<file path="src/rtl/semseq_pkg.sv">
// ----------------------------------------------------------------------------
// semseq_pkg
// Shared types and constants for the servo enable and motion sequencer.
// ----------------------------------------------------------------------------
`default_nettype none

package semseq_pkg;

  // Sequencer states, encoded as seen on controller_state
  typedef enum logic [2:0] {
    ST_OFF         = 3'd0,
    ST_RESET_ALARM = 3'd1,
    ST_SERVO_ON    = 3'd2,
    ST_SETUP       = 3'd3,
    ST_IDLE        = 3'd4,
    ST_BUSY        = 3'd5
  } seq_state_t;

  // Configuration register indexes
  typedef enum logic [0:0] {
    REG_TIMEOUT   = 1'b0,
    REG_BUSY_MASK = 1'b1
  } cfg_reg_t;

  localparam int CFG_DATA_W = 16;

  // Drive control words
  localparam logic [15:0] CW_NONE   = 16'h0000;
  localparam logic [15:0] CW_RESET  = 16'h0800;
  localparam logic [15:0] CW_SVON   = 16'h0200;
  localparam logic [15:0] CW_SETUP  = 16'h1200;
  localparam logic [15:0] FLAGS_ALL = 16'hFFF0;
  localparam logic [15:0] FLAGS_NONE = 16'h0000;

  // Register reset values
  localparam logic [15:0] TIMEOUT_RESET   = 16'd10;
  localparam logic [15:0] BUSY_MASK_RESET = 16'h0100;

  typedef struct packed {
    logic [15:0] timeout_ticks;
    logic [15:0] busy_mask;
  } cfg_t;

  // One tick as presented to the sequencer core
  typedef struct packed {
    logic               demand_write;
    logic               demand_enable;
    logic               target_write;
    logic signed [31:0] target_value;
    logic [15:0]        device_status;
  } tick_t;

  // Process values after one tick
  typedef struct packed {
    logic [2:0]         controller_state;
    logic [15:0]        control_word;
    logic [15:0]        change_flags;
    logic               start_flag;
    logic signed [31:0] commanded_position;
    logic               servo_ready;
  } result_t;

endpackage

`default_nettype wire

</file>
<file path="src/rtl/semseq_cfg_regs.sv">
// ----------------------------------------------------------------------------
// semseq_cfg_regs
// Timeout and busy-mask configuration registers with a plain write port.
// ----------------------------------------------------------------------------
`default_nettype none

module semseq_cfg_regs (
  input  wire                          clk,
  input  wire                          rst,
  input  wire                          cfg_we,
  input  semseq_pkg::cfg_reg_t         cfg_index,
  input  wire [semseq_pkg::CFG_DATA_W-1:0] cfg_data,
  output semseq_pkg::cfg_t             cfg
);
  import semseq_pkg::*;

  // Write the addressed register
  always_ff @(posedge clk) begin
    if (rst) begin
      cfg.timeout_ticks <= TIMEOUT_RESET;
      cfg.busy_mask     <= BUSY_MASK_RESET;
    end else if (cfg_we) begin
      unique case (cfg_index)
        REG_TIMEOUT:   cfg.timeout_ticks <= cfg_data;
        REG_BUSY_MASK: cfg.busy_mask     <= cfg_data;
      endcase
    end
  end

endmodule

`default_nettype wire

</file>
<file path="src/rtl/semseq_core.sv">
// ----------------------------------------------------------------------------
// semseq_core
// Sequencer state, tick counter, latched demand and target, and the
// drive-facing process values; steps once per transferred tick.
// ----------------------------------------------------------------------------
`default_nettype none

module semseq_core #(
  parameter int TICK_COUNTER_WIDTH = 16,
  parameter int POSITION_WIDTH     = 32
) (
  input  wire                  clk,
  input  wire                  rst,
  input  wire                  step,
  input  semseq_pkg::tick_t    tick,
  input  semseq_pkg::cfg_t     cfg,
  output semseq_pkg::result_t  result
);
  import semseq_pkg::*;

  localparam int CMP_W = (TICK_COUNTER_WIDTH > 16) ? TICK_COUNTER_WIDTH : 16;

  typedef logic signed [POSITION_WIDTH-1:0] position_t;

  seq_state_t                    state, state_next;
  logic [TICK_COUNTER_WIDTH-1:0] elapsed, elapsed_next, elapsed_inc;
  logic                          demand_on, demand_on_next;
  logic                          pending_valid, pending_valid_next, pending_eff;
  position_t                     pending_target, pending_target_next;
  position_t                     position_out, position_out_next;
  logic [15:0]                   port_word, port_word_next;
  logic                          flags_set, flags_set_next;
  logic                          start_bit, start_bit_next;
  logic                          expired;
  logic                          busy;
  logic                          take;

  // Latch writes carried by this tick ahead of the step
  assign demand_on_next = tick.demand_write ? tick.demand_enable : demand_on;
  assign pending_eff    = tick.target_write | pending_valid;
  assign pending_target_next =
    tick.target_write ? position_t'(tick.target_value[POSITION_WIDTH-1:0]) : pending_target;

  assign busy = |(tick.device_status & cfg.busy_mask);

  // Saturating tick count and timeout test
  assign elapsed_inc = (&elapsed) ? elapsed : elapsed + 1'b1;
  assign expired     = CMP_W'(elapsed_inc) > CMP_W'(cfg.timeout_ticks);

  // Next state
  always_comb begin
    state_next = state;
    take       = 1'b0;
    unique case (state)
      ST_OFF: begin
        if (expired && demand_on_next) begin
          state_next = ST_RESET_ALARM;
          take       = 1'b1;
        end
      end
      ST_RESET_ALARM: begin
        if (expired) begin
          state_next = ST_SERVO_ON;
          take       = 1'b1;
        end
      end
      ST_SERVO_ON: begin
        if (expired) begin
          state_next = ST_SETUP;
          take       = 1'b1;
        end
      end
      ST_SETUP: begin
        if (expired && !busy) begin
          state_next = ST_IDLE;
          take       = 1'b1;
        end
      end
      ST_IDLE: begin
        if (expired && !demand_on_next) begin
          state_next = ST_OFF;
          take       = 1'b1;
        end else if (expired && pending_eff) begin
          state_next = ST_BUSY;
          take       = 1'b1;
        end
      end
      ST_BUSY: begin
        if (expired && !busy) begin
          state_next = ST_IDLE;
          take       = 1'b1;
        end
      end
      default: begin
        // unreachable code: fall back to off, keep everything else
        state_next = ST_OFF;
      end
    endcase
  end

  // Process values that follow each transition
  always_comb begin
    elapsed_next       = take ? '0 : elapsed_inc;
    pending_valid_next = pending_eff;
    position_out_next  = position_out;
    port_word_next     = port_word;
    flags_set_next     = flags_set;
    start_bit_next     = start_bit;
    if (take) begin
      unique case (state_next)
        ST_RESET_ALARM: begin
          pending_valid_next = 1'b0;
          position_out_next  = '0;
          port_word_next     = CW_RESET;
        end
        ST_SERVO_ON: begin
          flags_set_next = 1'b1;
          port_word_next = CW_SVON;
        end
        ST_SETUP: begin
          port_word_next = CW_SETUP;
        end
        ST_IDLE: begin
          // back from busy leaves the drive words untouched
          if (state == ST_SETUP) begin
            port_word_next = CW_SVON;
            start_bit_next = 1'b1;
          end
        end
        ST_BUSY: begin
          pending_valid_next = 1'b0;
          position_out_next  = pending_target_next;
        end
        ST_OFF: begin
          port_word_next = CW_NONE;
          start_bit_next = 1'b0;
        end
        default: begin
          port_word_next = port_word;
        end
      endcase
    end
  end

  // Advance on each transferred tick
  always_ff @(posedge clk) begin
    if (rst) begin
      state          <= ST_OFF;
      elapsed        <= '0;
      demand_on      <= 1'b0;
      pending_valid  <= 1'b0;
      pending_target <= '0;
      position_out   <= '0;
      port_word      <= CW_NONE;
      flags_set      <= 1'b0;
      start_bit      <= 1'b0;
    end else if (step) begin
      state          <= state_next;
      elapsed        <= elapsed_next;
      demand_on      <= demand_on_next;
      pending_valid  <= pending_valid_next;
      pending_target <= pending_target_next;
      position_out   <= position_out_next;
      port_word      <= port_word_next;
      flags_set      <= flags_set_next;
      start_bit      <= start_bit_next;
    end
  end

  // Result of this step
  always_comb begin
    result.controller_state   = state_next;
    result.control_word       = port_word_next;
    result.change_flags       = flags_set_next ? FLAGS_ALL : FLAGS_NONE;
    result.start_flag         = start_bit_next;
    result.commanded_position = 32'(position_out_next);
    result.servo_ready        = (state_next == ST_IDLE) || (state_next == ST_BUSY);
  end

endmodule

`default_nettype wire

</file>
<file path="src/rtl/semseq_out_reg.sv">
// ----------------------------------------------------------------------------
// semseq_out_reg
// Result register between the sequencer and the output stream; loads a new
// result whenever it is empty or its content is being taken.
// ----------------------------------------------------------------------------
`default_nettype none

module semseq_out_reg (
  input  wire                  clk,
  input  wire                  rst,
  input  wire                  load_valid,
  output logic                 load_ready,
  input  semseq_pkg::result_t  load_data,
  output logic                 out_valid,
  input  wire                  out_ready,
  output semseq_pkg::result_t  out_data
);
  import semseq_pkg::*;

  assign load_ready = !out_valid || out_ready;

  // Hold the valid flag until the transfer completes
  always_ff @(posedge clk) begin
    if (rst) begin
      out_valid <= 1'b0;
    end else if (load_ready) begin
      out_valid <= load_valid;
    end
  end

  // Capture the payload on load
  always_ff @(posedge clk) begin
    if (load_valid && load_ready) begin
      out_data <= load_data;
    end
  end

endmodule

`default_nettype wire

</file>
<file path="src/rtl/servo_enable_motion_sequencer.sv">
// ----------------------------------------------------------------------------
// servo_enable_motion_sequencer
// Servo enable and motion sequencer: one control tick in, one set of drive
// process values out.
// ----------------------------------------------------------------------------
// Result is registered: valid on the master side the cycle after transfer.
// Throughput: 1 tick per cycle unless m_tready stalls; the sequencer steps on
//   the transfer edge; the result register takes a tick when empty or draining.
// Reset (rst, synchronous): sequencer off, counters and latched values zero,
//   timeout 10 ticks, busy mask 0x0100, output stream empty.
// ----------------------------------------------------------------------------
`default_nettype none

module servo_enable_motion_sequencer #(
  parameter int TICK_COUNTER_WIDTH = 16,
  parameter int POSITION_WIDTH     = 32
) (
  input  wire                      clk,
  input  wire                      rst,
  // configuration write port
  input  wire                      cfg_we,
  input  semseq_pkg::cfg_reg_t     cfg_index,
  input  wire [semseq_pkg::CFG_DATA_W-1:0] cfg_data,
  // tick stream
  input  wire                      s_tvalid,
  output logic                     s_tready,
  // demand_enable[0], target_value[32:1], device_status[48:33], zero fill
  input  wire [55:0]               s_tdata,
  // demand_write[0], target_write[1]
  input  wire [1:0]                s_tuser,
  // result stream
  output logic                     m_tvalid,
  input  wire                      m_tready,
  // controller_state[2:0], control_word[18:3], change_flags[34:19],
  // start_flag[35], commanded_position[67:36], servo_ready[68], zero fill
  output logic [71:0]              m_tdata
);
  import semseq_pkg::*;

  cfg_t    cfg;
  tick_t   tick;
  result_t step_result;
  result_t out_result;
  logic    step;

  // Unpack the tick
  always_comb begin
    tick.demand_write  = s_tuser[0];
    tick.target_write  = s_tuser[1];
    tick.demand_enable = s_tdata[0];
    tick.target_value  = s_tdata[32:1];
    tick.device_status = s_tdata[48:33];
  end

  assign step = s_tvalid && s_tready;

  semseq_cfg_regs u_cfg (
    .clk       (clk),
    .rst       (rst),
    .cfg_we    (cfg_we),
    .cfg_index (cfg_index),
    .cfg_data  (cfg_data),
    .cfg       (cfg)
  );

  semseq_core #(
    .TICK_COUNTER_WIDTH (TICK_COUNTER_WIDTH),
    .POSITION_WIDTH     (POSITION_WIDTH)
  ) u_core (
    .clk    (clk),
    .rst    (rst),
    .step   (step),
    .tick   (tick),
    .cfg    (cfg),
    .result (step_result)
  );

  semseq_out_reg u_out (
    .clk        (clk),
    .rst        (rst),
    .load_valid (s_tvalid),
    .load_ready (s_tready),
    .load_data  (step_result),
    .out_valid  (m_tvalid),
    .out_ready  (m_tready),
    .out_data   (out_result)
  );

  // Pack the result, first field lowest
  assign m_tdata = {3'b000,
                    out_result.servo_ready,
                    out_result.commanded_position,
                    out_result.start_flag,
                    out_result.change_flags,
                    out_result.control_word,
                    out_result.controller_state};

endmodule

`default_nettype wire
</file>
<file path="config.mk">
export PLATFORM = sky130hd
export DESIGN_NAME = servo_enable_motion_sequencer
export DESIGN_NICKNAME = d
export VERILOG_FILES = /design/src/rtl/semseq_pkg.sv /design/src/rtl/semseq_cfg_regs.sv /design/src/rtl/semseq_core.sv /design/src/rtl/semseq_out_reg.sv /design/src/rtl/servo_enable_motion_sequencer.sv
export SDC_FILE = /design/constraint.sdc
export NUM_CORES = 1
export LEC_CHECK = 0
export BUFFER_PORTS_ARGS = -buffer_cell sky130_fd_sc_hd__buf_2
export CAP_MARGIN = 20
export CORE_AREA = 5 5 144 146
export CTS_BUF_LIST = sky130_fd_sc_hd__clkbuf_8
export DETAILED_ROUTE_END_ITERATION = 10
export DIE_AREA = 0 0 149 151
export GPL_ROUTABILITY_DRIVEN = 0
export GPL_TIMING_DRIVEN = 0
export HOLD_SLACK_MARGIN = 0.12
export PLACE_DENSITY_LB_ADDON = 0.3
export SLEW_MARGIN = 20
export SYNTH_ARGS = -nofsm -noshare
export SYNTH_HDL_FRONTEND = slang
export SYNTH_SLANG_ARGS = --single-unit
</file>
<file path="constraint.sdc">
create_clock -name clk -period 4.2 [get_ports clk]
set_clock_uncertainty 0.15 [all_clocks]
set_input_delay 0 -clock clk [delete_from_list [all_inputs] [get_ports clk]]
set_output_delay 0 -clock clk [all_outputs]
set_load 0.1 [all_outputs]
</file>
Word level (Yosys, flattened, before mapping). Index checks and enable logic that the tools add are counted.

Muxes and demuxes: 30. Equality and inequality tests: 10. $mul: 0. Add/subtract/negate cells: 1. Reduce and logical (&&, ||, !) cells: 19. Divide/modulo/power cells: 0. Shift-type cells: 0. Bitwise operators: 3. Magnitude comparators: 1.

Operators by type and width (number): 16-bit two-way mux (5); 16-bit case mux with 5 select lines (1); 32-bit two-way mux (2); 32-bit case mux with 2 select lines (1); 3-bit two-way mux (6); 16-bit by 1-bit adder with 16-bit output (second input constant) (1); 16-bit AND (1); 16-bit greater-than comparator (1); 16-bit AND reduction (1); 16-bit OR reduction (1); 3-bit case mux with 5 select lines (1); 3-bit by 2-bit == test with 1-bit output (second input constant) (4); 3-bit == test (second input constant) (4); 1-bit two-way mux (12); 3-bit by 1-bit == test with 1-bit output (second input constant) (2); 3-bit zero test (2); 2-bit OR reduction (3); 1-bit logical AND (5); 1-bit case mux with 4 select lines (1); 2-bit AND reduction (2); 1-bit zero test (3); 1-bit logical OR (2); 1-bit case mux with 2 select lines (1); 1-bit inverter (1); 1-bit OR (1).

Register bits after elaboration: 205. Output and inout port bits: 74. Bits in writable memories: 0. Memory bits (read-only): 0. Bits in latches: 0. Word-level logic and storage cells: 82. Memories: 0.

Longest topological paths before layout. Gate-level depths: netlist of the first run.

Depth in word-level cells: 11. Depth in mapped cells: 18. Mapped depth without buffers: 15.

Modules after synthesis. Synthesis of the first run repeated with hierarchy kept, for this count alone.

Cells, all modules: 948. Area total of the unflattened synthesis: 9552.9 sq um.

By module, submodules not included: semseq_core (cells each 740, area an instance 6023.3 sq um, times used 1, seq. area each 2062.0 sq um); semseq_out_reg (cells each 74, area an instance 2127.0 sq um, times used 1, seq. area each 2092.0 sq um); semseq_cfg_regs (cells each 129, area an instance 1370.1 sq um, times used 1, seq. area each 640.6 sq um); servo_enable_motion_sequencer (cells each 5, area an instance 32.5 sq um, times used 1, seq. area each 0.0 sq um).

Worst setup path before layout of the first run. Ideal clock, no wire load.

Path type: register -> register. From: register u_out.out_valid. To: register u_core.elapsed[10]. Buffers on the path: 1. Data arrival time: 4.176 ns. Stages on the path, launching flop included: 7. Path slack: -0.243 ns. Library setup time: 0.118 ns. Path through: dfxtp_1 > nand2b_1 > nand2_1 > inv_1 > clkbuf_1 > o21ai_0 > a32o_1.

Cells in the longest elaborated chain, start to end: 3.

RTL lines: from (decl) (RTL line semseq_out_reg.sv:14) `output logic out_valid,`; from (signal assigned) (RTL line semseq_out_reg.sv:27) `out_valid <= load_valid;`; 1-bit zero test (RTL line semseq_out_reg.sv:20) `assign load_ready = !out_valid || out_ready;`; 1-bit logical OR (RTL line semseq_out_reg.sv:20); named net s_tready (RTL line servo_enable_motion_sequencer.sv:26) `output logic s_tready,`; 1-bit logical AND (RTL line servo_enable_motion_sequencer.sv:55) `assign step = s_tvalid && s_tready;`; named net step (RTL line servo_enable_motion_sequencer.sv:44) `logic step;`; to (signal assigned) (RTL line semseq_core.sv:159) `elapsed <= elapsed_next;`; to (decl) (RTL line semseq_core.sv:26) `logic [TICK_COUNTER_WIDTH-1:0] elapsed, elapsed_next, elapsed_inc;`.

The timed path passes the listed nets, and every way through them passes these cells. A chain may end at the register's enable or synchronous reset.

Final worst setup path of the first run.
From: register u_core.elapsed[3]. To: register u_core.position_out[27].

Cells in the longest elaborated chain, start to end: 10. Elaborated cells between the ends (all ways): 25.

RTL lines: 16-bit by 1-bit adder with 16-bit output or 16-bit AND reduction (tied branches) (RTL line semseq_core.sv:47) `assign elapsed_inc = (&elapsed) ? elapsed : elapsed + 1'b1;`; 16-bit two-way mux * (RTL line semseq_core.sv:47); 16-bit greater-than comparator * (RTL line semseq_core.sv:48) `assign expired = CMP_W'(elapsed_inc) > CMP_W'(cfg.timeout_ticks);`; 1-bit logical AND (RTL line semseq_core.sv:83) `end else if (expired && pending_eff) begin`; 3-bit two-way mux (RTL line semseq_core.sv:83); 3-bit two-way mux (RTL line semseq_core.sv:80) `if (expired && !demand_on_next) begin`; 3-bit case mux with 5 select lines (RTL line semseq_core.sv:54) `unique case (state)`; 3-bit == test or 3-bit by 1-bit == test with 1-bit output (tied branches) (RTL line semseq_core.sv:110) `unique case (state_next)`; 32-bit case mux with 2 select lines (RTL line semseq_core.sv:110); 32-bit two-way mux * (RTL line semseq_core.sv:109) `if (take) begin`; to (signal assigned) (RTL line semseq_core.sv:163) `position_out <= position_out_next;`; to (decl) (RTL line semseq_core.sv:30) `position_t position_out, position_out_next;`.

Mark *: on every way between the ends. The rest lies on a longest branch, timed or not.

==> impl_metrics.py, run 1 <==
metrics = {
    "cts": {
        "path_clk_slew_ns": 0.10,
        "cts_sinks": 190,
        "cts_tree": "yes",
        "insertion_delay_ns": 0.48,
        "clockRootBuffer": "clkbuf_8",
        "htree_levels": 4,
        "cts_buffer_depth": 2,
        "numCtsBuffers": 17,
    },
    "worst_setup_path": {
        "end_kind": "register",
        "crit_family": "simple AND/OR/NAND/NOR gates",
        "slowest_delay_ns": 0.40,
        "cp_num_buf_inv": 4,
        "crit_fanout": 5,
        "slowest_stage": "o31a_4",
        "required_ns": 4.43,
        "crit_chain": "and4_4 > buf_4 > and4_1 > nand3_2 > nand3_2 > nor2_1 > xnor2_1 > ha_1 > nand2_2 > nor3_1 > a2111o_1 > o31a_4 > mux2_4 > buf_8 > a211oi_4 > buf_6 > clkbuf_16 > mux2_4",
        "criticalPathCategory": "register to register",
        "startpoint_type": "register",
        "cp.arrival_ns": 4.90,
    },
    "global_route": {
        "grt_max_degree": 48,
        "antenna_found_initial": 0,
        "grt_pass1_wl_um": 38500,
        "met3_usage": 0.0353,
        "overflow": 0,
        "grt_pass1_vias": 7784,
        "grt.total_usage": 0.213,
        "grt_use_met2": 0.383,
        "grt-busiest-layer": "met2",
        "grt_util_met1": 0.263,
    },
    "floorplan": {
        "die_h_um": 151,
        "die_area_mm2": 0.0225,
        "rows": 51,
        "core_mm2": 0.0193,
        "start_util": 0.460,
        "die_width_um": 149,
        "ios": 154,
    },
    "drt": {
        "antenna_left": 0,
        "wirelength_um": 26500,
        "routedWlPerCell_um": 17.4,
        "post-route-drc-count": 0,
        "avgViaCountPerCell": 5.41,
        "vias": 8222,
        "first_pass_iters": 5,
        "drt-initial-drc-count": 698,
    },
    "power": {
        "p_per_area_mw_per_mm2": 317,
        "p_leak_nw": 5.20,
        "ir_drop_uv": 205,
    },
    "status": {
        "violations": "setup timing",
        "outcome": "finished, violations left",
    },
    "logic_synthesis": {
        "synth_top_flop_cell": "dfxtp_1",
        "synth_cell_types": 60,
        "async_reset_ff_frac": 0,
        "synthCells": 943,
        "ys_top_cells_by_area": "dfxtp_1, edfxtp_1, nand2_1",
        "ys_seq_area_frac": 0.491,
        "yosys.area.top_type": "dfxtp_1",
        "yosys_register_bits": 190,
        "ys_warn_count": 0,
        "syn-cell-area_mm2": 0.00886,
        "synth_edf_count": 54,
        "avgSynthCellArea_um2": 9.39,
        "yosysTopAreaCellShare": 0.307,
        "ys_top_cells_by_count": "nand2_1, dfxtp_1, a21oi_1",
        "synth_most_common_cell": "nand2_1",
    },
    "min_path": {
        "hold_class": "primary input to register",
    },
    "finish": {
        "area_growth_pct": 44.3,
        "drive_above_1_share": 0.333,
        "nets": 1338,
        "diodes": 0,
        "post-route-util": 0.663,
        "fill_cells": 1429,
    },
    "timing": {
        "layout_setup_ws_ns": -0.475,
        "rsz0062_at_grt": "true",
        "fmax_mhz": 214,
        "maxSlewHeadroom": 0.412,
        "tightest_slew_ns": 0.882,
        "setup_viol": 91,
        "period_needed_ns": 4.67,
        "fin_tns_setup_ns": -29.53,
        "finalCritPeriodShare": 1.11,
        "timing.hold.ws_ns": 0.145,
        "finalHoldViolations": 0,
        "drv_slew": 0,
    },
    "placement": {
        "place_ws_ns": -1.01,
        "portBuffers": 137,
        "dp_hpwl_um": 15800,
    },
    "job": {
        "max_cap_viol_count": 0,
    },
}
-- metal layers --
metal / part of all wire / wire, um
met1: 0.41 / 10800
met2: 0.51 / 13500
met3: 0.054 / 1440
met4: 0.029 / 766
met5: 0 / 0
-- cell usage in the layout (no fill, tap or decap), types with 11 or more instances in the layout --
master / netlist / final
dfxtp_1: 136 / 130
nor2_1: 39 / 37
dlygate4sd3_1: 0 / 76
nand2_1: 148 / 144
buf_4: 18 / 55
and2_4: 0 / 13
and2_1: 29 / 17
o21ai_2: 0 / 16
o21ai_1: 0 / 13
mux2i_1: 32 / 32
a21oi_1: 77 / 71
buf_6: 7 / 25
nor2b_1: 40 / 40
o31ai_2: 0 / 11
edfxtp_1: 54 / 54
nor3_1: 39 / 38
buf_2: 1 / 137
ha_1: 17 / 14
o31ai_4: 0 / 23
clkbuf_1: 51 / 35
clkbuf_8: 0 / 18
mux2_4: 1 / 35
inv_1: 25 / 28
o21ai_0: 45 / 16
-- cell families (layout without fill, tap and decap cells) --
| group | after synthesis | count (layout) | share of synthesized area |
|---|---|---|---|
| xor gates and xnor gates | 10 | 10 | 0.00989 |
| AOI/OAI and AO/OA | 209 | 209 | 0.152 |
| adders and majority gates | 17 | 17 | 0.0240 |
| and+or+nand+nor | 335 | 335 | 0.178 |
| buffers and inverters | 112 | 417 | 0.0613 |
| DFF | 190 | 190 | 0.491 |
| other | 1 | 7 | 0.000423 |
| muxes | 69 | 69 | 0.0836 |
-- worst register-to-register path: cells and delay by family, from the launching register on --
| family | cells | cell delay [ns] |
|---|---|---|
| AOI/OAI and AO/OA | 3 | 1.02 |
| xor gates and xnor gates | 1 | 0.21 |
| adders and majority gates | 1 | 0.29 |
| buffers and inverters | 4 | 0.65 |
| DFF | 1 | 0.38 |
| muxes | 2 | 0.63 |
| and+or+nand+nor | 7 | 1.25 |
-- report_power, final --
| group | switching [mW] | total [mW] | internal (mW) |
|---|---|---|---|
| logic | 0.501 | 0.703 | 0.202 |
| registers | 0.0250 | 1.96 | 1.94 |
| clock network | 0.678 | 1.39 | 0.710 |
-- metrics by stage --
step | std cells | total power, mW | area [um2]
2_1_floorplan | 949 | 2.44 | 8900
3_3_place_gp | 1351 | 2.58 | 9920
3_5_place_dp | 1352 | 2.59 | 9940
4_1_cts | 1491 | 4.01 | 12000
5_1_grt | 1519 | 4.17 | 12800
6_report | 1519 | 4.05 | 12800
-- area by class of cell --
| cell class | instances | area, um2 | area share |
|---|---|---|---|
| clock inverter | 15 | 218 | 0.0170 |
| inverter | 25 | 93.8 | 0.00734 |
| buffer | 85 | 607 | 0.0475 |
| multi-input combinational | 647 | 4850 | 0.379 |
| timing repair buffer | 275 | 2090 | 0.163 |
| clock buffer | 17 | 234 | 0.0183 |
| tap | 265 | 332 | 0.0259 |
| sequential | 190 | 4360 | 0.341 |
-- worst paths after layout --
| kind | to | slack (ns) | from | cells after the start |
|---|---|---|---|---|
| max | u_core.position_out[27]$_SDFFE_PP0P_ | -0.47 | u_core.elapsed[3]$_SDFFE_PP0P_ | 18 |
| min | u_core.pending_target[10]$_SDFFE_PP0P_ | 0.14 | s_tuser[1] | 4 |
| max reg2reg | u_core.position_out[27]$_SDFFE_PP0P_ | -0.47 | u_core.elapsed[3]$_SDFFE_PP0P_ | 18 |
| min reg2reg | u_cfg.cfg[24]$_SDFFE_PP0P_ | 0.31 | u_cfg.cfg[24]$_SDFFE_PP0P_ | 2 |
-- state kept, by name, summed over array words and instances, names as in the netlist, 3 cells and up --
signal / cells
u_out.out_data: 54
u_cfg.cfg: 32
u_core.pending_target: 32
u_core.position_out: 32
u_core.elapsed: 16
u_core.port_word: 16
u_core.state: 3
-- what timing repair did --
action	4_1_cts	5_1_grt
resized for setup	148	147
hold buffers	76	0
pin swaps	23	46
buffers inserted	32	22
setup endpoints to repair	116	117
cloned	1	7
hold endpoints to repair	142	0
No activity file was read; power rests on OpenSTA's default activity.
==> run 2, diff against run 1 <==
--- a/config.mk
+++ b/config.mk
@@ -7,6 +7,8 @@
 export LEC_CHECK = 0
 export BUFFER_PORTS_ARGS = -buffer_cell sky130_fd_sc_hd__buf_2
 export CAP_MARGIN = 20
+export CELL_PAD_IN_SITES_DETAIL_PLACEMENT = 1
+export CELL_PAD_IN_SITES_GLOBAL_PLACEMENT = 1
 export CORE_AREA = 5 5 144 146
 export CTS_BUF_LIST = sky130_fd_sc_hd__clkbuf_8
 export DETAILED_ROUTE_END_ITERATION = 10
==> constraint.sdc (replaced) <==
create_clock -name clk -period 5.65 [get_ports clk]
set_clock_uncertainty 0.15 [all_clocks]
set_input_delay 0 -clock clk [delete_from_list [all_inputs] [get_ports clk]]
set_output_delay 0 -clock clk [all_outputs]
set_load 0.1 [all_outputs]
==> run 2 against run 1 <==
Against the previous run: the flow now finishes without violations; clock power shrank 31%; worst setup slack gained 0.81 ns; cell count shrank 4.3%; total power shrank 28%; via count shrank 4.4%; non-clock buffer count shrank 66; combinational power shrank 31%; maximum frequency shrank 12%; critical path depth shrank 4; utilization shrank 9.0 points; global-route usage grew 2.5 points; worst hold slack gained 0.028 ns; critical endpoint is now u_out.out_data[11]$_DFFE_PP_; highest routed layer unchanged.
==> impl_metrics.py, run 2 (synthesized netlist as in run 1, its figures left out) <==
metrics = {
    "cts": {
        "cts_tree": "yes",
        "cts_buffer_depth": 2,
        "numCtsBuffers": 17,
        "path_clk_slew_ns": 0.10,
        "cts_sinks": 190,
        "htree_levels": 4,
        "insertion_delay_ns": 0.48,
        "clockRootBuffer": "clkbuf_8",
    },
    "power": {
        "p_leak_nw": 4.48,
        "total_power_mw": 2.90,
        "p_per_area_mw_per_mm2": 262,
        "ir_drop_uv": 155,
    },
    "drt": {
        "avgViaCountPerCell": 5.41,
        "routedWlPerCell_um": 18.5,
        "vias": 7861,
        "antenna_left": 0,
        "post-route-drc-count": 0,
        "wirelength_um": 26900,
        "drt-initial-drc-count": 387,
        "first_pass_iters": 7,
    },
    "timing": {
        "maxSlewHeadroom": 0.449,
        "drv_slew": 0,
        "period_needed_ns": 5.32,
        "finalCritPeriodShare": 0.941,
        "tightest_slew_ns": 0.827,
        "setup_viol": 0,
        "fmax_mhz": 188,
        "finalHoldViolations": 0,
    },
    "global_route": {
        "grt_pass1_vias": 8216,
        "grt_max_degree": 49,
        "overflow": 0,
        "antenna_found_initial": 0,
        "grt_pass1_wl_um": 42500,
        "grt.total_usage": 0.239,
    },
    "placement": {
        "portBuffers": 137,
        "dp_hpwl_um": 18200,
        "dpl-instance-area_mm2": 0.00993,
    },
    "finish": {
        "top_register": "u_out.out_data",
        "stdcell_area_mm2": 0.0110,
        "most-common-layout-cells": "nand2_1, buf_2, dfxtp_1",
        "diodes": 0,
        "area_growth_pct": 24.8,
        "largest_reg_flops": 54,
        "nets": 1272,
        "drive_above_1_share": 0.207,
        "final_common_cell": "nand2_1",
    },
    "min_path": {
        "hold_class": "primary input to register",
    },
    "status": {
        "outcome": "completed",
    },
    "worst_setup_path": {
        "criticalPathCategory": "register to register",
        "startpoint_type": "register",
        "end_kind": "register",
        "required_ns": 5.70,
        "crit_fanout": 10,
        "cp.arrival_ns": 5.36,
    },
    "floorplan": {
        "die_width_um": 149,
        "ios": 154,
        "die_h_um": 151,
        "start_util": 0.460,
        "core_mm2": 0.0193,
        "rows": 51,
        "die_area_mm2": 0.0225,
    },
    "job": {
        "max_cap_viol_count": 0,
    },
}
[run 2: path summary, 6_finish.rpt]
check                                    from                                endpoint  slack [ns]  cells past startpoint
max reg2reg    u_core.elapsed[4]$_SDFFE_PP0P_            u_out.out_data[11]$_DFFE_PP_        0.33                     14
max            u_core.elapsed[4]$_SDFFE_PP0P_            u_out.out_data[11]$_DFFE_PP_        0.33                     14
min                               s_tdata[27]  u_core.pending_target[26]$_SDFFE_PP0P_        0.17                      4
min reg2reg  u_core.port_word[8]$_SDFFE_PP0P_        u_core.port_word[8]$_SDFFE_PP0P_        0.31                      1
[run 2: metal layers]
layer | GRT usage | part of all wire
met1 | 0.297 | 0.43
met2 | 0.425 | 0.51
met3 | 0.0404 | 0.043
met4 | 0.0737 | 0.021
met5 | 0 | 0
[run 2: where the power goes]
part | internal [mW] | switching [mW] | total [mW]
Clock | 0.409 | 0.547 | 0.956
Sequential | 1.44 | 0.0207 | 1.46
Combinational | 0.128 | 0.355 | 0.483
[run 2: final cells by class]
class	count	area (um2)
fillers	2279	8220
clock buffers	17	234
well taps	265	332
plain buffers	87	454
inverters	25	93.8
clock inverters	15	178
flip-flops and latches	190	4340
multi-input cells	647	4010
repair buffers	207	1400
[run 2: worst max-delay path: stages, from the launching register on]
cell and delay (ns):
dfxtp_1 0.43, and4_1 0.30, nand4_1 0.26, nor4_2 0.36, nand3_1 0.14, mux2_2 0.31, ha_1 0.33, nand4_1 0.22
nor4_2 0.51, a21boi_2 0.30, o31ai_1 0.18, a221oi_2 0.59, clkbuf_2 0.35, buf_1 0.41, o31ai_1 0.19
[run 2: repair_timing]
item                       in CTS  in global routing
hold buffers                   69                  0
gates resized for setup         1                  4
setup buffers                   0                  0
setup endpoints to repair       2                 41
hold endpoints to repair      137                  0
[run 2: through the flow]
step	utilization	hold slack (ns)	setup slack, ns	instances	setup TNS, ns
floorplan	-	-0.0322	1.21	949	0
global placement	0.514	0.0944	0.236	1351	0
detailed placement	0.515	0.0968	0.0683	1352	0
CTS	0.573	0.140	0.0968	1453	0
global route	0.573	0.157	-0.00161	1453	-0.00161
finish	0.573	0.173	0.335	1453	0
==> run 3, diff against run 2 <==
--- a/config.mk
+++ b/config.mk
@@ -5,7 +5,8 @@
 export SDC_FILE = /design/constraint.sdc
 export NUM_CORES = 1
 export LEC_CHECK = 0
-export BUFFER_PORTS_ARGS = -buffer_cell sky130_fd_sc_hd__buf_2
+export ABC_CLOCK_PERIOD_IN_PS = 5650
+export BUFFER_PORTS_ARGS = -buffer_cell sky130_fd_sc_hd__clkbuf_2
 export CAP_MARGIN = 20
 export CELL_PAD_IN_SITES_DETAIL_PLACEMENT = 1
 export CELL_PAD_IN_SITES_GLOBAL_PLACEMENT = 1
==> run 3 against run 2 <==
Against the previous run: total power about the same; critical path type unchanged; via count is essentially flat; largest power group unchanged; worst hold slack got worse by 0.024 ns; routed wire length fell by 0.31%; critical path depth did not move; sequential power hardly changed; maximum frequency grew 1.8%; register-to-register slack gained 0.09 ns.
==> impl_metrics.py, run 3 (synthesized netlist as in run 1, its figures left out) <==
metrics = {
    "timing": {
        "period_needed_ns": 5.22,
        "finalHoldViolations": 0,
        "rsz0062_at_grt": "false",
        "setup_viol": 0,
        "drv_slew": 0,
        "fin_tns_setup_ns": 0,
        "finalCritPeriodShare": 0.924,
        "tightest_slew_ns": 0.809,
        "maxSlewHeadroom": 0.461,
        "fmax_mhz": 192,
    },
    "worst_setup_path": {
        "criticalPathCategory": "register to register",
        "required_ns": 5.70,
        "startpoint_type": "register",
        "slowest_delay_ns": 0.58,
        "crit_chain": "and4_1 > nand4_1 > nor4_1 > nand2_1 > mux2_2 > ha_1 > nand4_1 > nor4_4 > a21boi_2 > o31ai_1 > a221oi_2 > clkbuf_2 > buf_1 > o31ai_1",
        "cp_num_buf_inv": 2,
        "cp.arrival_ns": 5.27,
        "crit_family": "simple AND/OR/NAND/NOR gates",
        "end_kind": "register",
        "slowest_stage": "a221oi_2",
        "crit_fanout": 10,
    },
    "placement": {
        "dp_hpwl_um": 18300,
        "portBuffers": 137,
        "dp_cells": 1352,
    },
    "power": {
        "combPwrFrac": 0.165,
        "ir_drop_uv": 174,
        "seqPwrFrac": 0.505,
        "p_leak_nw": 4.47,
        "switching_share": 0.314,
        "intPower_mw": 1.99,
        "p_clk_frac": 0.330,
        "power.switching_mw": 0.909,
        "p_per_area_mw_per_mm2": 264,
    },
    "drt": {
        "avgViaCountPerCell": 5.44,
        "antenna_left": 0,
        "post-route-drc-count": 0,
        "wirelength_um": 26800,
        "drt-initial-drc-count": 400,
        "first_pass_iters": 4,
        "vias": 7862,
        "routedWlPerCell_um": 18.5,
    },
    "global_route": {
        "grt_util_met1": 0.287,
        "grt_pass1_wl_um": 42900,
        "overflow": 0,
        "grt-busiest-layer": "met2",
        "met3_usage": 0.0443,
        "grt_max_degree": 45,
        "antenna_found_initial": 0,
        "grt_pass1_vias": 8184,
        "grt_use_met2": 0.434,
        "grt.total_usage": 0.240,
    },
    "cts": {
        "insertion_delay_ns": 0.47,
        "htree_levels": 4,
        "cts_tree": "yes",
        "post_cts_buffers": 0,
        "cts_sinks": 190,
        "numCtsBuffers": 17,
        "path_clk_slew_ns": 0.11,
        "clockRootBuffer": "clkbuf_8",
        "cts_buffer_depth": 2,
    },
    "floorplan": {
        "die_width_um": 149,
        "die_area_mm2": 0.0225,
        "start_util": 0.460,
        "rows": 51,
        "core_mm2": 0.0193,
        "ios": 154,
        "die_h_um": 151,
    },
    "min_path": {
        "hold_class": "primary input to register",
    },
    "finish": {
        "fill_cells": 2304,
        "largest_reg_flops": 54,
        "drive_above_1_share": 0.208,
        "diodes": 0,
        "top_register": "u_out.out_data",
        "most-common-layout-cells": "nand2_1, clkbuf_2, dfxtp_1",
        "final_common_cell": "nand2_1",
        "fin_cells": 1446,
        "area_growth_pct": 24.1,
        "nets": 1265,
    },
    "job": {
        "max_cap_viol_count": 0,
    },
    "status": {
        "outcome": "completed",
    },
}
run 3: cell count changes in the layout (fill, tap and decap cells not counted), moves of 2 or more:
cell / before / now
clkinvlp_4: 2 / 0
clkinv_4: 2 / 4
clkbuf_2: 2 / 139
dlygate4sd3_1: 69 / 62
buf_2: 138 / 1
run 3: stage by stage:
| step | utilization | power, mW | area, um2 | setup slack (ns) | hold WS, ns |
|---|---|---|---|---|---|
| 4_1_cts | 0.569 | 2.91 | 11000 | 0.0695 | 0.139 |
| 3_3_place_gp | 0.514 | 1.92 | 9900 | 0.218 | 0.0896 |
| 2_1_floorplan | - | 1.81 | 8880 | 1.21 | -0.0322 |
| 6_report | 0.570 | 2.90 | 11000 | 0.429 | 0.149 |
| 5_1_grt | 0.570 | 3.00 | 11000 | 0.0820 | 0.156 |
| 3_5_place_dp | 0.515 | 1.93 | 9920 | 0.0687 | 0.0895 |
run 3: what timing repair did:
action                     CTS  global route
hold endpoints to repair   138             0
resized for setup            0             6
hold buffers                62             0
setup endpoints to repair    0            64
run 3: power by group through the flow:
| stage | Clock, mW | Sequential, mW | Combinational, mW |
|---|---|---|---|
| floorplan | 0 | 1.62 | 0.191 |
| global placement | 0 | 1.49 | 0.426 |
| detailed placement | 0 | 1.49 | 0.436 |
| CTS | 0.973 | 1.46 | 0.471 |
| global route | 1.03 | 1.47 | 0.509 |
| finish | 0.957 | 1.46 | 0.479 |
run 3: worst paths after layout:
check,from,end,slack (ns),cells past startpoint
setup / recovery,u_core.elapsed[4]$_SDFFE_PP0P_,u_out.out_data[13]$_DFFE_PP_,0.43,14
hold / removal,s_tuser[1],u_core.position_out[31]$_SDFFE_PP0P_,0.15,4
setup reg to reg,u_core.elapsed[4]$_SDFFE_PP0P_,u_out.out_data[13]$_DFFE_PP_,0.43,14
hold reg to reg,u_core.pending_target[27]$_SDFFE_PP0P_,u_core.pending_target[27]$_SDFFE_PP0P_,0.31,2
run 3: layer usage:
metal	share of wire	vias to the layer above	wire [um]
li1	-	3729	-
met1	0.42	3903	11100
met2	0.52	176	13800
met3	0.045	54	1200
met4	0.024	0	634
met5	0	-	0
run 3: final cells by class:
| type | instances | area (um2) | area share |
|---|---|---|---|
| Buffer | 87 | 454 | 0.0413 |
| Clock buffer | 18 | 248 | 0.0225 |
| Clock inverter | 14 | 175 | 0.0159 |
| Inverter | 25 | 93.8 | 0.00854 |
| Multi-Input combinational cell | 647 | 4020 | 0.366 |
| Sequential cell | 190 | 4340 | 0.395 |
| Tap cell | 265 | 332 | 0.0302 |
| Timing Repair Buffer | 200 | 1330 | 0.121 |
run 3: worst reg2reg max path, stage by stage (launching register included):
cell and delay, ns:
dfxtp_1 0.42, and4_1 0.30, nand4_1 0.25, nor4_1 0.43, nand2_1 0.12, mux2_2 0.30, ha_1 0.30, nand4_1 0.25
nor4_4 0.43, a21boi_2 0.28, o31ai_1 0.17, a221oi_2 0.58, clkbuf_2 0.35, buf_1 0.43, o31ai_1 0.20
